===== src/cdq_pkg.sv =====
// ============================================================================
// cdq_pkg - shared types, constants and functions for the Q-channel builder
// Holds the sector limits, reciprocal constants, BCD and CRC helpers.
// ============================================================================
package cdq_pkg;

    localparam int SECTOR_W = 19;
    localparam int STAGES   = 6;

    localparam logic [SECTOR_W-1:0] MAX_SECTOR_IN   = 19'd449849;
    localparam logic [SECTOR_W-1:0] MAX_MSF_SECTORS = 19'd449999;
    localparam logic [6:0]          BCD_MAX         = 7'd99;
    localparam logic [3:0]          ADR_POSITION    = 4'd1;

    localparam logic [3:0] DATA_NIBBLE_RESET  = 4'd4;
    localparam logic [3:0] AUDIO_NIBBLE_RESET = 4'd0;

    // register indexes of the configuration port
    localparam logic REG_DATA_CONTROL  = 1'b0;
    localparam logic REG_AUDIO_CONTROL = 1'b1;

    localparam logic [6:0]  FRAMES_PER_SEC = 7'd75;
    localparam logic [5:0]  SECS_PER_MIN   = 6'd60;

    // floor(s / 75) = (s * DIV75_MUL) >> DIV75_SHIFT, exact for s < 2^22
    localparam logic [19:0] DIV75_MUL   = 20'd894785;
    localparam int          DIV75_SHIFT = 26;
    // floor(q / 60) = (q * DIV60_MUL) >> DIV60_SHIFT, exact for q < 23831
    localparam logic [14:0] DIV60_MUL   = 15'd17477;
    localparam int          DIV60_SHIFT = 20;
    // floor(v / 10) = (v * DIV10_MUL) >> DIV10_SHIFT, exact for v < 1029
    localparam logic [14:0] DIV10_MUL   = 15'd205;
    localparam int          DIV10_SHIFT = 11;

    localparam logic [15:0] CRC_POLY = 16'h1021;
    localparam int          MSG_BITS = 80;

    typedef struct packed {
        logic s2;
        logic s3;
        logic s4;
    } msf_en_t;

    typedef struct packed {
        logic [7:0] control_address;
        logic [7:0] track_bcd;
        logic [7:0] index_bcd;
    } hdr_t;

    typedef logic [15:0][MSG_BITS-1:0] crc_mask_t;

    function automatic logic [7:0] to_bcd(input logic [6:0] v);
        logic [14:0] p;
        logic [3:0]  tens;
        logic [6:0]  ones;
        p    = 15'(v) * DIV10_MUL;
        tens = p[DIV10_SHIFT +: 4];
        ones = v - 7'(tens) * 7'd10;
        return {tens, ones[3:0]};
    endfunction

    // column of the CRC for every single message bit; evaluated at elaboration
    function automatic crc_mask_t crc_masks();
        crc_mask_t          m;
        logic [MSG_BITS-1:0] msg;
        logic [15:0]         crc;
        m = '0;
        for (int p = 0; p < MSG_BITS; p++)
        begin
            msg    = '0;
            msg[p] = 1'b1;
            crc    = 16'd0;
            for (int i = 0; i < MSG_BITS / 8; i++)
            begin
                crc = crc ^ {msg[MSG_BITS-1-8*i -: 8], 8'd0};
                for (int b = 0; b < 8; b++)
                begin
                    if (crc[15])
                        crc = {crc[14:0], 1'b0} ^ CRC_POLY;
                    else
                        crc = {crc[14:0], 1'b0};
                end
            end
            for (int j = 0; j < 16; j++)
                m[j][p] = crc[j];
        end
        return m;
    endfunction

    localparam crc_mask_t CRC_MASK = crc_masks();

    // inverted CRC-16/CCITT, init zero, first byte in the top bits
    function automatic logic [15:0] q_check(input logic [MSG_BITS-1:0] msg);
        logic [15:0] crc;
        for (int j = 0; j < 16; j++)
            crc[j] = ^(msg & CRC_MASK[j]);
        return ~crc;
    endfunction

endpackage


===== src/cdq_msf.sv =====
// ============================================================================
// cdq_msf - sector count to BCD minutes, seconds and frames
// Three registered steps: divide by 75, split frames and divide by 60,
// split seconds and convert to BCD.
// ============================================================================
module cdq_msf
(
    input  logic                     clk,
    input  cdq_pkg::msf_en_t         en,
    input  logic [cdq_pkg::SECTOR_W-1:0] sector,
    output logic [7:0]               minute_bcd,
    output logic [6:0]               second_bcd,
    output logic [6:0]               frame_bcd
);
    import cdq_pkg::*;

    logic [SECTOR_W+19:0] prod75;
    logic [12:0]          q_a_next;
    logic [12:0]          q_a_reg;
    logic [SECTOR_W-1:0]  s_a_reg;

    logic [27:0]          prod60;
    logic [SECTOR_W-1:0]  frame_full;
    logic [6:0]           min_b_next;
    logic [6:0]           frame_b_next;
    logic [12:0]          q_b_reg;
    logic [6:0]           min_b_reg;
    logic [6:0]           frame_b_reg;

    logic [12:0]          sec_full;
    logic [7:0]           min_c_next;
    logic [7:0]           sec_c_next;
    logic [7:0]           frame_c_next;

    always_comb
    begin
        prod75   = 39'(sector) * 39'(DIV75_MUL);
        q_a_next = prod75[DIV75_SHIFT +: 13];
    end

    always_comb
    begin
        frame_full   = s_a_reg - 19'(q_a_reg) * 19'(FRAMES_PER_SEC);
        frame_b_next = frame_full[6:0];
        prod60       = 28'(q_a_reg) * 28'(DIV60_MUL);
        min_b_next   = prod60[DIV60_SHIFT +: 7];
    end

    always_comb
    begin
        sec_full     = q_b_reg - 13'(min_b_reg) * 13'(SECS_PER_MIN);
        min_c_next   = to_bcd(min_b_reg);
        sec_c_next   = to_bcd({1'b0, sec_full[5:0]});
        frame_c_next = to_bcd(frame_b_reg);
    end

    always_ff @(posedge clk)
    begin
        if (en.s2)
        begin
            q_a_reg <= q_a_next;
            s_a_reg <= sector;
        end
        if (en.s3)
        begin
            q_b_reg     <= q_a_reg;
            min_b_reg   <= min_b_next;
            frame_b_reg <= frame_b_next;
        end
        if (en.s4)
        begin
            minute_bcd <= min_c_next;
            second_bcd <= sec_c_next[6:0];
            frame_bcd  <= frame_c_next[6:0];
        end
    end

endmodule


===== config.mk =====
export PLATFORM = sky130hd
export DESIGN_NAME = cdq_msf
export DESIGN_NICKNAME = d
export VERILOG_FILES = /design/src/cdq_pkg.sv /design/src/cdq_msf.sv
export SDC_FILE = /design/constraint.sdc
export NUM_CORES = 1
export LEC_CHECK = 0
export ABC_AREA = 1
export ABC_CLOCK_PERIOD_IN_PS = 12600
export BUFFER_PORTS_ARGS = -buffer_cell sky130_fd_sc_hd__buf_2
export CORE_AREA = 2 2 149 151
export CTS_CLUSTER_DIAMETER = 120
export CTS_CLUSTER_SIZE = 28
export DETAILED_ROUTE_END_ITERATION = 12
export DIE_AREA = 0 0 151 153
export GPL_ROUTABILITY_DRIVEN = 0
export HOLD_SLACK_MARGIN = 0.06
export PLACE_DENSITY = 0.82
export RECOVER_POWER = 100
export SLEW_MARGIN = 10
export SYNTH_ARGS = -nofsm -noshare
export SYNTH_HDL_FRONTEND = slang
export SYNTH_SLANG_ARGS = --single-unit
export TNS_END_PERCENT = 30

===== constraint.sdc =====
create_clock -name clk -period 12.6 [get_ports clk]
set_input_delay 0.63 -clock clk [delete_from_list [all_inputs] [get_ports clk]]
set_output_delay 0.63 -clock clk [all_outputs]
set_load 0.005 [all_outputs]

# Word level (Yosys, flattened, before mapping)

Index checks and enable logic that the tools add are counted.

Register bits: 62
Input bits: 23
Word-level logic and storage cells: 23

$add $sub $neg: 5
$mul: 10

Operators with widths:

| kind                   | number |
|---|---|
| $mul 19x20->39 const B | 1 |
| $mul 7x8->15 const B   | 2 |
| $mul 13x15->27 const B | 1 |
| $mul 6x8->14 const B   | 1 |
| $mul 13x7->7 const B   | 1 |
| $sub 4x4->4            | 3 |
| $mul 4x3->3 const B    | 2 |
| $mul 7x4->4 const B    | 1 |
| $sub 7x7->7            | 1 |
| $sub 6x6->6            | 1 |
| $mul 3x3->3 const B    | 1 |

# Depth between registers and ports, before layout

Depth after elaboration: 5
Gate-level depth with buffers: 33
Gate-level depth less buffers: 33

# Worst setup path after synthesis

No wires, ideal clock.

Kind: reg2reg
From: register min_b_reg[0]
To: register second_bcd[3] (data pin)
Arrival time: 5.490 ns
Slack: 6.861 ns
Stages on the path, launching flop included: 27
Buffers on the path: 0
Period minus slack after synthesis: 5.739 ns
Cell sequence: edfxtp_1 > ha_1 > ha_1 > ha_1 > inv_1 > ha_1 > nand2_1 > o21ai_0 > xor2_1 > xor2_1 > ha_1 > fa_1 > fa_1 > ha_1 > a21oi_1 > o21a_1 > nand2_1 > nand2_1 > nand2_1 > ha_1 > fa_1 > xnor2_1 > inv_1 > nand3_1 > nand3_1 > nand2_1 > inv_1

Cells in the longest elaborated chain, start to end: 5

RTL lines:

| what                   | RTL line      | RTL |
|---|---|---|
| start, declared        | cdq_msf.sv:27 | `logic [6:0] min_b_reg;` |
| start signal, assigned | cdq_msf.sv:67 | `min_b_reg <= min_b_next;` |
| $mul 7x4->4            | cdq_msf.sv:51 | `sec_full = q_b_reg - 13'(min_b_reg) * 13'(SECS_PER_MIN);` |
| $sub 6x6->6            | cdq_msf.sv:51 |  |
| $mul 6x8->14           | cdq_pkg.sv:56 | `p = 15'(v) * DIV10_MUL;` |
| via sec_c_next[4]      | cdq_msf.sv:32 | `logic [7:0] sec_c_next;` |
| $mul 3x3->3            | cdq_pkg.sv:58 | `ones = v - 7'(tens) * 7'd10;` |
| $sub 4x4->4            | cdq_pkg.sv:58 |  |
| via sec_c_next[3]      | cdq_msf.sv:32 |  |
| end signal, assigned   | cdq_msf.sv:73 | `second_bcd <= sec_c_next[6:0];` |
| end, declared          | cdq_msf.sv:12 | `output logic [6:0] second_bcd,` |

The timed path passes the listed nets, and every way through them passes these cells.
A chain may end at the register's enable or synchronous reset.

# Worst setup path after layout

Ends and elaborated chain as after synthesis.

==> run_results.csv <==
group,metric,value,unit
floorplan,initial_core_util,64.4,%
timing,fmax,0.154,GHz
detailed_routing,wl_met3,1370,microns
detailed_routing,top_layer,"met4",
clock_tree,cts_tree,"built",
timing,worstMarginPinSlew,1190,ps
synthesis,async_reset_ff_share,0,%
synthesis,ys_types,37,
synthesis,synth.area.top_cells,"ha_1, fa_1, edfxtp_1",
finish,layoutNonFillerInstCount,1921,
placed_design,io_buffers,44,
synthesis,yosysWarnings,0,
clock_tree,numCtsBuffers,9,
finish,num_antenna_cells,0,
synthesis,synth_ff_type,"edfxtp_1",
status,status,"finished, final reports clean",
clock_tree,clock_sinks,62,
floorplan,core_region_area,21500,sq um
timing,fin_worst_skew,10.4,ps
job,max_cap_viol_count,0,
synthesis,post-synth-top-count-cell,"inv_1",
clock_tree,root_buffer,"clkbuf_16",
clock_tree,cts_resized,0,
finish,largest_reg_flops,13,
global_route,overflow,0,
detailed_routing,drc_errors,0,
floorplan,num_rows,54,
worst_hold_path,hold_class,"flip-flop to flip-flop",
timing,hold_viol,0,
detailed_routing,vias_per_cell,5.43,
finish,syn2layout_area_growth,5.90,%
timing,fin_setup_tns,0,ps
synthesis,ys_ff_latch,62,
synthesis,synth_area_per_cell,8.74,sq um
synthesis,synth_top_cell_area_share,30.0,%
floorplan,io_pins,45,
placed_design,dpl.cell_count,1905,
clock_tree,clkTransAtPathRegs,60,ps
finish,finalNetCount,2157,
global_route,grt_pass1_vias,11300,
placed_design,place_area,14400,sq um
detailed_routing,wl_met2,15000,microns
floorplan,dieHeight,153,microns
clock_tree,ctsLongestPathBuffers,2,
synthesis,synth_cells,1582,
synthesis,yosysTopAreaCell,"ha_1",
detailed_routing,firstDrtPassIters,5,
critical_path,path_class,"flip-flop to flip-flop",
global_route,grt_first_pass_wirelength,52000,microns
detailed_routing,wl_per_cell,15.6,microns
global_route,grt_max_degree,23,
detailed_routing,drt-met1-wl,12700,microns
detailed_routing,postRouteAntennaNets,0,
timing,fin_crit,6500,ps
timing,maxSlewViolCount,0,
synthesis,synth-edff-count,62,
critical_path,startpoint_type,"flip-flop",
critical_path,end_kind,"flip-flop",
synthesis,syn_nets,2103,
timing,finalCritPeriodShare,51.6,%
clock_tree,clock_latency,350,ps
clock_tree,cts_hold_buf,0,
finish,final_core_util,68.2,%
timing,rsz0062_at_grt,"no",
timing,final-setup-viol-count,0,
synthesis,ys_seq_area_share,13.5,%
finish,drive_gt1_share,3.47,%
floorplan,die_area,23100,sq um
timing,relSlewSlack,20.7,%
critical_path,arrival,6600,ps
synthesis,synthesis.area,13800,sq um
floorplan,fp.dieW,151,microns
finish,final_area,14600,sq um
clock_tree,cts_setup_buffers,0,
synthesis,synth_common_cells,"inv_1, ha_1, nand2_1",
global_route,antenna_found_initial,0,
detailed_routing,drt-initial-drc-count,625,
clock_tree,htree_levels,3,
global_route,grt.total_usage,28.3,%
critical_path,cp_max_fo,7,
detailed_routing,routed_wl,30000,microns
critical_path,required,12700,ps
detailed_routing,routed-via-count,10400,
placed_design,hpwl,26000,microns
==> worst max-delay path, cell delays in order (launching register included) <==
cell,delay [ps]
edfxtp_1,520
ha_1,420
ha_1,300
ha_1,320
inv_1,50
ha_1,330
nand2_1,70
o21ai_0,220
xor2_1,240
xor2_1,300
ha_1,330
fa_1,460
fa_1,480
ha_1,330
a21oi_1,190
o21a_1,170
nand2_1,70
nand2_1,80
nand2_1,70
nor2_1,110
nor2_1,80
fa_1,460
xnor2_1,250
inv_1,80
nand3_1,100
nand3_1,90
nand2_1,80
inv_1,40
==> layout make-up <==
| class | count | area, sq um |
|---|---|---|
| multi-input cells | 1109 | 10400 |
| fillers | 1676 | 6840 |
| flip-flops and latches | 62 | 1860 |
| inverters | 410 | 1540 |
| well taps | 280 | 350 |
| clock buffers | 10 | 229 |
| repair buffers | 44 | 189 |
| clock inverters | 6 | 62.6 |
==> metal layers <==
layer  vias to the layer above  GRT usage, %
met5                         -             0
met4                         0          10.1
met3                        89          4.15
met2                       280          50.1
met1                      4930          35.0
li1                       5130             -
==> metrics by stage <==
step                hold WS (ps)  setup slack [ps]
floorplan                    520              6860
global placement             540              6600
detailed placement           556              6300
CTS                          582              6090
global route                 604              5610
finish                       586              6100
==> logic make-up after synthesis <==
logic type               after synthesis  share of synthesized area (%)
AND/OR/NAND/NOR                      443                           13.6
adder cells (fa/ha/maj)              498                           54.1
buffers and inverters                411                           11.2
XOR/XNOR                              35                           2.22
flip-flops                            62                           13.5
AO/OA/AOI/OAI                        133                           5.50
==> path summary, 6_finish.rpt <==
path	from	end	slack, ps	depth (start not counted)
max	min_b_reg[0]	second_bcd[3]	6100	27
min	s_a_reg[0]	frame_b_reg[0]	590	1
max reg2reg	min_b_reg[0]	second_bcd[3]	6100	27
min reg2reg	s_a_reg[0]	frame_b_reg[0]	590	1
==> placed cells by master (no fill, tap or decap), types with 2 or more instances in the layout <==
cell type and instances:
nand3_1 50, ha_1 332, nor2_2 2, a31oi_1 3, nand2_1 255, inv_1 401
nand2_2 3, edfxtp_1 62, clkinv_4 2, a21o_1 8, buf_2 19, clkinv_2 4
o21bai_1 8, clkbuf_16 9, o21ai_1 5, xor2_1 17, o2111ai_1 2, nor3_1 13
nand4_1 18, xnor2_1 18, a21oi_1 62, or2_2 3, clkbuf_1 26, fa_1 166
a21boi_0 5, o21ai_0 28, nor3_2 2, nand3_2 2, inv_2 7, o21a_1 8
nand3b_1 5, nor2_1 87
Power is not shown: default switching activity piles up to over one toggle a cycle in this logic, so the estimate is an artifact.
